### config.mk
export PLATFORM = sky130hd
export DESIGN_NAME = clipped_rect_fill_writer
export DESIGN_NICKNAME = d
export VERILOG_FILES = /design/src/rtl/crfw_pkg.sv /design/src/rtl/clipped_rect_fill_writer.sv
export VERILOG_INCLUDE_DIRS = /design/src /design/src/rtl
export SDC_FILE = /design/constraint.sdc
export NUM_CORES = 2
export LEC_CHECK = 0
export ABC_AREA = 1
export BUFFER_PORTS_ARGS = -buffer_cell sky130_fd_sc_hd__clkbuf_2
export CAP_MARGIN = 0
export CORE_ASPECT_RATIO = 0.7
export CORE_UTILIZATION = 35
export CTS_BUF_LIST = sky130_fd_sc_hd__clkbuf_16
export DETAILED_ROUTE_END_ITERATION = 10
export PLACE_DENSITY_LB_ADDON = 0.25
export SETUP_SLACK_MARGIN = 0.1
export SYNTH_ARGS = -nofsm -noshare
export SYNTH_HDL_FRONTEND = slang
export SYNTH_SLANG_ARGS = --single-unit
### constraint.sdc
create_clock -name clk -period 8.5 [get_ports clk]
set_clock_uncertainty 0.05 [all_clocks]
set_input_delay 1.7 -clock clk [delete_from_list [all_inputs] [get_ports clk]]
set_output_delay 1.7 -clock clk [all_outputs]
set_load 0.01 [all_outputs]
### src/rtl/assert_macros.svh
// Assertion helpers used by clipped_rect_fill_writer.
`ifndef ASSERT_MACROS_SVH
`define ASSERT_MACROS_SVH

// Concurrent assertion, sampled on the rising clock, off while reset is held.
`define ASSERT_CLK(label, clock, resetn, prop, msg) \
    label: assert property (@(posedge clock) disable iff (!resetn) prop) else $error(msg);

// Same, for a property that must also hold in the cycle reset goes away.
`define ASSERT_ALWAYS(label, clock, prop, msg) \
    label: assert property (@(posedge clock) prop) else $error(msg);

`endif

### src/rtl/crfw_pkg.sv
package crfw_pkg;

    localparam int MAX_SCREEN_DIM = 8192;
    localparam int COL_W          = $clog2(MAX_SCREEN_DIM);
    localparam int END_W          = COL_W + 1;
    localparam int DIM_W          = 14;
    localparam int ADDR_W         = 32;
    localparam int PIX_W          = 32;
    localparam int PITCH_W        = 16;
    localparam int SHIFT_W        = 5;
    localparam int COORD_W        = 16;
    localparam int COLOR_W        = 24;
    localparam int CLIP_W         = COORD_W + 3;
    localparam int IDX_W          = 3;
    localparam int CFG_W          = 32;
    localparam int S_TDATA_W      = 4 * COORD_W + COLOR_W;
    localparam int M_TDATA_W      = ADDR_W + PIX_W;

    // Input operation codes (tuser on the slave side).
    localparam logic OP_FILL = 1'b0;
    localparam logic OP_TICK = 1'b1;

    typedef enum logic [IDX_W-1:0] {
        REG_FB_BASE       = 3'd0,
        REG_SCREEN_WIDTH  = 3'd1,
        REG_SCREEN_HEIGHT = 3'd2,
        REG_LINE_PITCH    = 3'd3,
        REG_FOUR_BYTE     = 3'd4,
        REG_RED_SHIFT     = 3'd5,
        REG_GREEN_SHIFT   = 3'd6,
        REG_BLUE_SHIFT    = 3'd7
    } reg_index_t;

    typedef struct packed {
        logic [ADDR_W-1:0]  fb_base;
        logic [DIM_W-1:0]   screen_width;
        logic [DIM_W-1:0]   screen_height;
        logic [PITCH_W-1:0] line_pitch;
        logic               four_byte_pixels;
        logic [SHIFT_W-1:0] red_shift;
        logic [SHIFT_W-1:0] green_shift;
        logic [SHIFT_W-1:0] blue_shift;
    } cfg_t;

endpackage

### src/rtl/clipped_rect_fill_writer.sv
// Clipped rectangle fill writer. A fill item (tuser = 0) carries a signed
// rectangle and a 0xRRGGBB color; it is clipped to the screen (negative
// origins shrink the extent, the right and bottom edges cut it) and dropped
// when empty, when the screen width register is zero, or when a fill is
// still running. The color bytes are shifted to the configured channel
// positions (bits past 31 are lost). Each tick item (tuser = 1) during a fill
// yields one framebuffer write, row-major: address = fb_base + row*pitch +
// col*(4 or 3), wrapping at 32 bits, with tlast on the final pixel; ticks
// while idle yield nothing. Items pass an input register, then one compute
// stage (clip, or a 13x16 row*pitch multiply plus two adds) feeding the output
// register: one item per clock sustained while the output is not blocked.
// The input side keeps accepting while a result waits as long as the
// waiting item produces no result; only a blocked output stalls it.
// Configuration is written through cfg_wr_en/cfg_index/cfg_wdata; the user must do so only while idle (not enforced).
`include "assert_macros.svh"

module clipped_rect_fill_writer
(
    input  logic                                 clk,
    input  logic                                 rst_n,

    input  logic                                 cfg_wr_en,
    input  logic [crfw_pkg::IDX_W-1:0]           cfg_index,
    input  logic [crfw_pkg::CFG_W-1:0]           cfg_wdata,

    input  logic                                 s_tvalid,
    output logic                                 s_tready,
    // rect_x[15:0], rect_y[31:16], rect_w[47:32], rect_h[63:48], fill_color[87:64]
    input  logic [crfw_pkg::S_TDATA_W-1:0]       s_tdata,
    // operation
    input  logic                                 s_tuser,

    output logic                                 m_tvalid,
    input  logic                                 m_tready,
    // write_address[31:0], write_data[63:32]
    output logic [crfw_pkg::M_TDATA_W-1:0]       m_tdata,
    // write_four
    output logic                                 m_tuser,
    // last_write
    output logic                                 m_tlast
);

    localparam int CW = crfw_pkg::CLIP_W;

    // Configuration registers
    crfw_pkg::cfg_t cfg_reg;

    // Input register
    logic                               in_valid_reg;
    logic                               in_op_reg;
    logic [crfw_pkg::S_TDATA_W-1:0]     in_data_reg;

    // Fill state
    logic                               busy_reg, busy_next;
    logic [crfw_pkg::COL_W-1:0]         col_reg, col_next;
    logic [crfw_pkg::COL_W-1:0]         row_reg, row_next;
    logic [crfw_pkg::COL_W-1:0]         first_col_reg, first_col_next;
    logic [crfw_pkg::END_W-1:0]         end_col_reg, end_col_next;
    logic [crfw_pkg::END_W-1:0]         end_row_reg, end_row_next;
    logic [crfw_pkg::PIX_W-1:0]         pixel_reg, pixel_next;

    // Output register
    logic                               out_valid_reg;
    logic [crfw_pkg::ADDR_W-1:0]        out_addr_reg;
    logic [crfw_pkg::PIX_W-1:0]         out_data_reg;
    logic                               out_four_reg;
    logic                               out_last_reg;

    logic produce, advance, out_free;

    // ---------------- configuration ----------------
    always_ff @(posedge clk or negedge rst_n)
    begin
        if (!rst_n)
        begin
            cfg_reg.fb_base          <= '0;
            cfg_reg.screen_width     <= '0;
            cfg_reg.screen_height    <= '0;
            cfg_reg.line_pitch       <= '0;
            cfg_reg.four_byte_pixels <= 1'b1;
            cfg_reg.red_shift        <= crfw_pkg::SHIFT_W'(16);
            cfg_reg.green_shift      <= crfw_pkg::SHIFT_W'(8);
            cfg_reg.blue_shift       <= '0;
        end
        else if (cfg_wr_en)
        begin
            unique case (crfw_pkg::reg_index_t'(cfg_index))
                crfw_pkg::REG_FB_BASE:
                    cfg_reg.fb_base <= cfg_wdata[crfw_pkg::ADDR_W-1:0];
                crfw_pkg::REG_SCREEN_WIDTH:
                    cfg_reg.screen_width <= cfg_wdata[crfw_pkg::DIM_W-1:0];
                crfw_pkg::REG_SCREEN_HEIGHT:
                    cfg_reg.screen_height <= cfg_wdata[crfw_pkg::DIM_W-1:0];
                crfw_pkg::REG_LINE_PITCH:
                    cfg_reg.line_pitch <= cfg_wdata[crfw_pkg::PITCH_W-1:0];
                crfw_pkg::REG_FOUR_BYTE:
                    cfg_reg.four_byte_pixels <= cfg_wdata[0];
                crfw_pkg::REG_RED_SHIFT:
                    cfg_reg.red_shift <= cfg_wdata[crfw_pkg::SHIFT_W-1:0];
                crfw_pkg::REG_GREEN_SHIFT:
                    cfg_reg.green_shift <= cfg_wdata[crfw_pkg::SHIFT_W-1:0];
                crfw_pkg::REG_BLUE_SHIFT:
                    cfg_reg.blue_shift <= cfg_wdata[crfw_pkg::SHIFT_W-1:0];
                default: ;
            endcase
        end
    end

    // ---------------- handshake ----------------
    // A tick during a fill is the only item that needs the output register.
    assign produce  = in_valid_reg && (in_op_reg == crfw_pkg::OP_TICK) && busy_reg;
    assign out_free = !out_valid_reg || m_tready;
    assign advance  = in_valid_reg && (!produce || out_free);
    assign s_tready = !in_valid_reg || advance;

    always_ff @(posedge clk or negedge rst_n)
    begin
        if (!rst_n)
        begin
            in_valid_reg <= 1'b0;
        end
        else if (s_tready)
        begin
            in_valid_reg <= s_tvalid;
        end
    end

    always_ff @(posedge clk)
    begin
        if (s_tready && s_tvalid)
        begin
            in_op_reg   <= s_tuser;
            in_data_reg <= s_tdata;
        end
    end

    // ---------------- clipping of a fill item ----------------
    logic signed [CW-1:0] x0, y0, w0, h0, sw, sh;
    logic signed [CW-1:0] x1, y1, w1, h1, w2, h2;
    logic                 empty;
    logic [7:0]           red, green, blue;
    logic [crfw_pkg::PIX_W-1:0] packed_color;

    always_comb
    begin
        x0 = CW'(signed'(in_data_reg[15:0]));
        y0 = CW'(signed'(in_data_reg[31:16]));
        w0 = CW'(signed'(in_data_reg[47:32]));
        h0 = CW'(signed'(in_data_reg[63:48]));
        // Screen sizes above the maximum are saturated for clipping.
        sw = (cfg_reg.screen_width > crfw_pkg::DIM_W'(crfw_pkg::MAX_SCREEN_DIM))
           ? CW'(crfw_pkg::MAX_SCREEN_DIM) : CW'(cfg_reg.screen_width);
        sh = (cfg_reg.screen_height > crfw_pkg::DIM_W'(crfw_pkg::MAX_SCREEN_DIM))
           ? CW'(crfw_pkg::MAX_SCREEN_DIM) : CW'(cfg_reg.screen_height);

        x1 = x0[CW-1] ? '0 : x0;
        w1 = x0[CW-1] ? w0 + x0 : w0;
        y1 = y0[CW-1] ? '0 : y0;
        h1 = y0[CW-1] ? h0 + y0 : h0;
        w2 = (x1 + w1 > sw) ? sw - x1 : w1;
        h2 = (y1 + h1 > sh) ? sh - y1 : h1;
        empty = w2[CW-1] || (w2 == '0) || h2[CW-1] || (h2 == '0);

        red   = in_data_reg[87:80];
        green = in_data_reg[79:72];
        blue  = in_data_reg[71:64];
        packed_color = (crfw_pkg::PIX_W'(red)   << cfg_reg.red_shift)
                     | (crfw_pkg::PIX_W'(green) << cfg_reg.green_shift)
                     | (crfw_pkg::PIX_W'(blue)  << cfg_reg.blue_shift);
    end

    // ---------------- tick: address and cursor step ----------------
    logic [crfw_pkg::COL_W+crfw_pkg::PITCH_W-1:0] row_offset;
    logic [crfw_pkg::COL_W+1:0]                   col_offset;
    logic [crfw_pkg::ADDR_W-1:0]                  tick_addr;
    logic [crfw_pkg::END_W-1:0]                   col_inc, row_inc;
    logic                                         tick_last;

    always_comb
    begin
        row_offset = row_reg * cfg_reg.line_pitch;
        col_offset = cfg_reg.four_byte_pixels
                   ? {col_reg, 2'b00}
                   : ({1'b0, col_reg, 1'b0} + (crfw_pkg::COL_W+2)'(col_reg));
        tick_addr  = cfg_reg.fb_base + crfw_pkg::ADDR_W'(row_offset)
                   + crfw_pkg::ADDR_W'(col_offset);
        col_inc    = crfw_pkg::END_W'(col_reg) + 1'b1;
        row_inc    = crfw_pkg::END_W'(row_reg) + 1'b1;
        tick_last  = (col_inc == end_col_reg) && (row_inc == end_row_reg);
    end

    always_comb
    begin
        busy_next      = busy_reg;
        col_next       = col_reg;
        row_next       = row_reg;
        first_col_next = first_col_reg;
        end_col_next   = end_col_reg;
        end_row_next   = end_row_reg;
        pixel_next     = pixel_reg;
        if (advance)
        begin
            if (in_op_reg == crfw_pkg::OP_FILL)
            begin
                // Dropped while busy, with no display, or when clipped away.
                if (!busy_reg && (cfg_reg.screen_width != '0) && !empty)
                begin
                    busy_next      = 1'b1;
                    first_col_next = x1[crfw_pkg::COL_W-1:0];
                    col_next       = x1[crfw_pkg::COL_W-1:0];
                    row_next       = y1[crfw_pkg::COL_W-1:0];
                    end_col_next   = crfw_pkg::END_W'(x1 + w2);
                    end_row_next   = crfw_pkg::END_W'(y1 + h2);
                    pixel_next     = packed_color;
                end
            end
            else if (busy_reg)
            begin
                if (col_inc >= end_col_reg)
                begin
                    col_next = first_col_reg;
                    row_next = row_inc[crfw_pkg::COL_W-1:0];
                    if (row_inc >= end_row_reg)
                    begin
                        busy_next = 1'b0;
                    end
                end
                else
                begin
                    col_next = col_inc[crfw_pkg::COL_W-1:0];
                end
            end
        end
    end

    always_ff @(posedge clk or negedge rst_n)
    begin
        if (!rst_n)
        begin
            busy_reg      <= 1'b0;
            col_reg       <= '0;
            row_reg       <= '0;
            first_col_reg <= '0;
            end_col_reg   <= '0;
            end_row_reg   <= '0;
            pixel_reg     <= '0;
        end
        else
        begin
            busy_reg      <= busy_next;
            col_reg       <= col_next;
            row_reg       <= row_next;
            first_col_reg <= first_col_next;
            end_col_reg   <= end_col_next;
            end_row_reg   <= end_row_next;
            pixel_reg     <= pixel_next;
        end
    end

    // ---------------- output register ----------------
    always_ff @(posedge clk or negedge rst_n)
    begin
        if (!rst_n)
        begin
            out_valid_reg <= 1'b0;
        end
        else if (out_free)
        begin
            out_valid_reg <= advance && produce;
        end
    end

    always_ff @(posedge clk)
    begin
        if (advance && produce)
        begin
            out_addr_reg <= tick_addr;
            out_data_reg <= pixel_reg;
            out_four_reg <= cfg_reg.four_byte_pixels;
            out_last_reg <= tick_last;
        end
    end

    assign m_tvalid = out_valid_reg;
    assign m_tdata  = {out_data_reg, out_addr_reg};
    assign m_tuser  = out_four_reg;
    assign m_tlast  = out_last_reg;

    // ---------------- assertions ----------------
    `ASSERT_CLK(a_cursor_in_bounds, clk, rst_n,
        busy_reg |-> (crfw_pkg::END_W'(col_reg) < end_col_reg)
                  && (crfw_pkg::END_W'(row_reg) < end_row_reg),
        "cursor outside the clipped rectangle")
    `ASSERT_CLK(a_last_ends_fill, clk, rst_n,
        (advance && produce && tick_last) |=> !busy_reg,
        "fill still running after its last write")
    `ASSERT_CLK(a_no_lost_result, clk, rst_n,
        (out_valid_reg && !m_tready) |-> !(advance && produce),
        "result overwritten while stalled")

endmodule
# Word level (Yosys, flattened, before mapping)

Index checks and enable logic that the tools add are counted.

ROM bits: 0
Register bits: 349
Input bits: 129
Bits in writable memories: 0
Output and inout port bits: 68
Word-level logic and storage cells: 118
Memories kept: 0
Bits in latches: 0

$lt $le $gt $ge: 6
Shifts and indexed selects: 3
Multiplexer cells: 22
Multipliers: 1
Bitwise logic cells: 3
Reductions and logical operators: 36
Divide/modulo/power cells: 0
Equal/unequal tests: 11
Add/subtract/negate cells: 13

Operators with widths:

| kind                    | count |
|---|---|
| $mux W13                | 8 |
| $shl A8 B5 Y32          | 3 |
| $mux W19                | 4 |
| $or A32 B32 Y32         | 2 |
| $mux W15                | 3 |
| $add A16 B19 Y19        | 2 |
| $gt A19 B15 Y1          | 2 |
| $logic_not A19 Y1       | 2 |
| $add A16 B16 Y17        | 2 |
| $add A32 B15 Y32        | 1 |
| $add A32 B29 Y32        | 1 |
| $sub A14 B15 Y16        | 2 |
| $mul A13 B16 Y29        | 1 |
| $add A13 B1 Y14 const B | 2 |
| $add A14 B14 Y14        | 2 |
| $eq A14 B14 Y1          | 2 |
| $ge A14 B14 Y1          | 2 |
| $gt A14 B14 Y1 const B  | 2 |
| $mux W14                | 2 |
| $reduce_and A2 Y1       | 9 |
| $add A14 B13 Y15        | 1 |
| $reduce_bool A14 Y1     | 1 |
| $eq A3 B3 Y1 const B    | 4 |
| $logic_and A1 B1 Y1     | 8 |
| other kinds (11)        | 27 |

# Longest topological paths before layout

Depth in word-level cells: 13
Gate-level depth with buffers: 49

# Worst setup path after synthesis

No wires, ideal clock.

Path kind: register to register
Start point: register col_reg[0] (netlist bit)
End point: register out_addr_reg[28] (netlist bit) (data pin)
Stages on the path, launching flop included: 39
Clock period less this slack: 7.384 ns
Slack: 1.116 ns
Arrival: 7.075 ns
Cells stage by stage: dfrtp_1 > ha_1 > fa_1 > a21oi_1 > nor2_1 > nor2_1 > nor2_1 > o21ai_0 > nand2_1 > nand2_1 > nand2_1 > a21oi_1 > nand3b_1 > nand2_1 > nand2_1 > inv_1 > nor2_1 > o21ai_0 > [... 3 more ...] > inv_1 > fa_1 > inv_1 > fa_1 > inv_1 > fa_1 > fa_1 > fa_1 > inv_1 > ha_1 > nand2_1 > o211ai_1 > a21oi_1 > o21bai_1 > nand2_1 > nand2_1 > a31oi_1 > xnor2_1

Word-level cells in the longest chain between the ends: 3

Ends and longest elaborated chain:

| element                  | line                            | RTL |
|---|---|---|
| start: declaration       | clipped_rect_fill_writer.sv:55  | `logic [crfw_pkg::COL_W-1:0] col_reg, col_next;` |
| start signal: assignment | clipped_rect_fill_writer.sv:251 | `col_reg <= col_next;` |
| $add A14 B13 Y15         | clipped_rect_fill_writer.sv:184 | `: ({1'b0, col_reg, 1'b0} + (crfw_pkg::COL_W+2)'(col_reg));` |
| $mux W15 (*)             | clipped_rect_fill_writer.sv:183 | `? {col_reg, 2'b00}` |
| $add A32 B15 Y32 (*)     | clipped_rect_fill_writer.sv:186 | `+ crfw_pkg::ADDR_W'(col_offset);` |
| via tick_addr, one bit   | clipped_rect_fill_writer.sv:175 | `logic [crfw_pkg::ADDR_W-1:0] tick_addr;` |
| end signal: assignment   | clipped_rect_fill_writer.sv:277 | `out_addr_reg <= tick_addr;` |
| end: declaration         | clipped_rect_fill_writer.sv:64  | `logic [crfw_pkg::ADDR_W-1:0] out_addr_reg;` |

The timed path passes the listed nets; every way through them passes the cells marked *.
A chain may end at the register's enable or synchronous reset.

# Final worst setup path

Start point: register col_reg[1] (netlist bit)
End point: register out_addr_reg[28] (netlist bit) (data pin)

Same word-level chain as after synthesis.

==> impl_metrics.toml <==
[run_status]
status = "complete, no violations"

[job]
drv_cap = 0

[setup_path]
worstSetupEndpointType = "register"
crit_fanout = 5
crit_family = "adder cells"
worstSetupPathType = "reg -> reg"
worstPathRequired_ns = 8.80
arrival_ns = 8.19
crit_path_start_kind = "register"
crit_top_cell = "nand2_1"
worst-path-buf-inv = 5
reg2reg_slack_ns = 0.61
max_stage_delay_ns = 0.54
cpMaxStageDelayCell = "fa_1"

[sta]
setup-violations-final = 0
slew_violations = 0
hold_viol = 0
rsz0062_at_grt = "yes"
timing.hold.ws_ns = 0.390
min_period_ns = 7.89
worst_slew_pin_slew_ns = 1.08
max_freq_mhz = 127
setup_tns_ns = 0
post-route-period-util = 0.928
max_slew_margin = 0.263

[final_layout]
utilization = 0.395
fin_area_um2 = 35000
syn_to_final_growth_pct = 10.9
n_antenna_cell = 0
drive_gt1_frac = 0.0926
nNetsFinal = 4734
largest_register_ffs = 92

[global_routing]
grt_pass1_vias = 24800
grt_start_max_net_pins = 79
grt_pass1_wl_um = 141000
grt_overflow = 0
grtUsageTotal = 0.197
antenna_found_initial = 5

[floorplanning]
die_y_um = 253
rows = 91
die-area_um2 = 91400
placeableCoreArea_um2 = 88700
die-width_um = 361
pin_count = 197
start_util = 0.356

[yosys]
synthDistinctLibCells = 62
synth.top_cell.area_share = 0.151
synth_top_area_cell = "dfrtp_1"
synth-seq-area-share = 0.301
yosys_warnings = 0
syn_nets = 4602
syn_area_um2 = 31600
synthTopCellsByArea = "dfrtp_1 15%, edfxtp_1 15%, nand2_1 13%, fa_1 13%, ha_1 11%"
syn_area_per_cell_um2 = 7.91
synthCells = 3989
ys_ff_latch = 349

[routing]
drc = 0
num_vias = 26200
wirelength_um = 89500
vias_per_cell = 4.92
drtIter0Drc = 2178
drt_pass1_iterations = 6
routedWlPerCell_um = 16.8
postRouteAntennaNets = 0

[power]
p_leak_nw = 18.1
p_per_area_nw_per_um2 = 439
ir_worst_vdd_uv = 492
power.total_mw = 15.4

[cts]
htree_levels = 2
cts_tree = "done"
cts.sinks = 349
cts_buffer_depth = 3
clk_latency_ns = 0.60
path_clk_slew_ns = 0.06
root_buffer = "clkbuf_16"
hold_buffers = 0
cts_inserted_buffers = 43

[placed_design]
place_area_um2 = 33600
place_hpwl_um = 71700
port_buffers = 196
place.gp.congestion = 0.934

[hold_path]
hp-class = "reg -> reg"
==> synthesized netlist by cell type (all sizes together) <==
library cell / count
o31ai: 7
nand3: 148
dfstp: 3
ha: 280
xor2: 99
a311oi: 1
nor3: 31
a31o: 1
mux2i: 10
o2111ai: 3
edfxtp: 155
or2: 13
dfrtp: 191
a31oi: 27
o21bai: 10
and3: 3
o311ai: 2
o21ai: 298
a21boi: 4
fa: 204
o221ai: 1
a2111oi: 3
a21oi: 186
o22ai: 7
dlygate4sd1: 2
a22oi: 2
buf: 40
clkinv: 6
inv: 691
o211ai: 3
a221oi: 4
a21o: 13
nor2: 189
nand4: 45
o21a: 5
nor3b: 1
nand2: 1131
clkbuf: 91
and2: 1
a211oi: 7
nor4: 5
xnor2: 49
o211a: 1
mux2: 11
nand3b: 5
==> cell usage in the layout (no fill, tap or decap), types with 9 or more instances in the layout <==
master,count
a21o_1,13
a21oi_1,182
a31oi_1,27
buf_4,24
clkbuf_16,45
clkbuf_2,195
clkinv_1,15
dfrtp_1,191
edfxtp_1,155
fa_1,204
ha_1,279
inv_1,688
mux2_2,11
mux2i_1,10
nand2_1,1092
nand2_2,35
nand3_1,141
nand4_1,43
nor2_1,181
nor3_1,31
o21ai_0,242
o21ai_1,54
o21bai_1,9
or2_2,12
xnor2_1,49
xor2_1,99
==> power by group <==
part           switching, mW  internal [mW]
Clock                  0.807           1.06
Combinational           6.36           4.00
Sequential             0.560           2.60
Total                   7.73           7.65
==> per-stage QoR <==
step	setup WS (ns)	cells
after detailed placement	0.235	5236
after floorplan	1.12	3989
final	0.613	5318
after global placement	0.333	5236
after global routing	0.0234	5318
after CTS	0.234	5316
==> final timing paths <==
path	startpoint	to	cells past startpoint
max	col_reg[1]	out_addr_reg[28]	38
min	pixel_reg[12]	out_data_reg[12]	0
max reg2reg	col_reg[1]	out_addr_reg[28]	38
min reg2reg	pixel_reg[12]	out_data_reg[12]	0
max in group asynchronous	rst_n	cfg_reg[77]	2
min in group asynchronous	rst_n	cfg_reg[5]	1
==> what timing repair did <==
item                                    in CTS  in global routing
endpoints found under the hold margin        0                  0
endpoints found under the setup margin       0                  7
resized for setup                            0                  9
buffers inserted                             0                  2
==> cells by family (layout without fill, tap and decap cells) <==
logic type,Yosys count,in the layout,synth area share
adders and majority gates,484,484,0.240
and+or+nand+nor,1572,1572,0.206
buffers and inverters,830,997,0.103
muxes,21,21,0.00710
DFF,349,349,0.301
AOI/OAI and AO/OA,585,585,0.100
xor gates and xnor gates,148,148,0.0411
==> cell type report <==
cell class              count  area [um2]
flip-flops and latches    349        9510
inverters                 697        2620
repair buffers            220        1170
fillers                  9124       53700
clock buffers              45        1130
clock inverters            35         275
well taps                1162        1450
multi-input cells        2810       18900
==> metal layers <==
metal  part of all wire  GRT usage
met2               0.38      0.266
met4              0.019     0.0449
met1               0.53      0.317
met3              0.069     0.0329
met5            0.00011          0
Note: power is estimated with default switching activity, not from simulation.
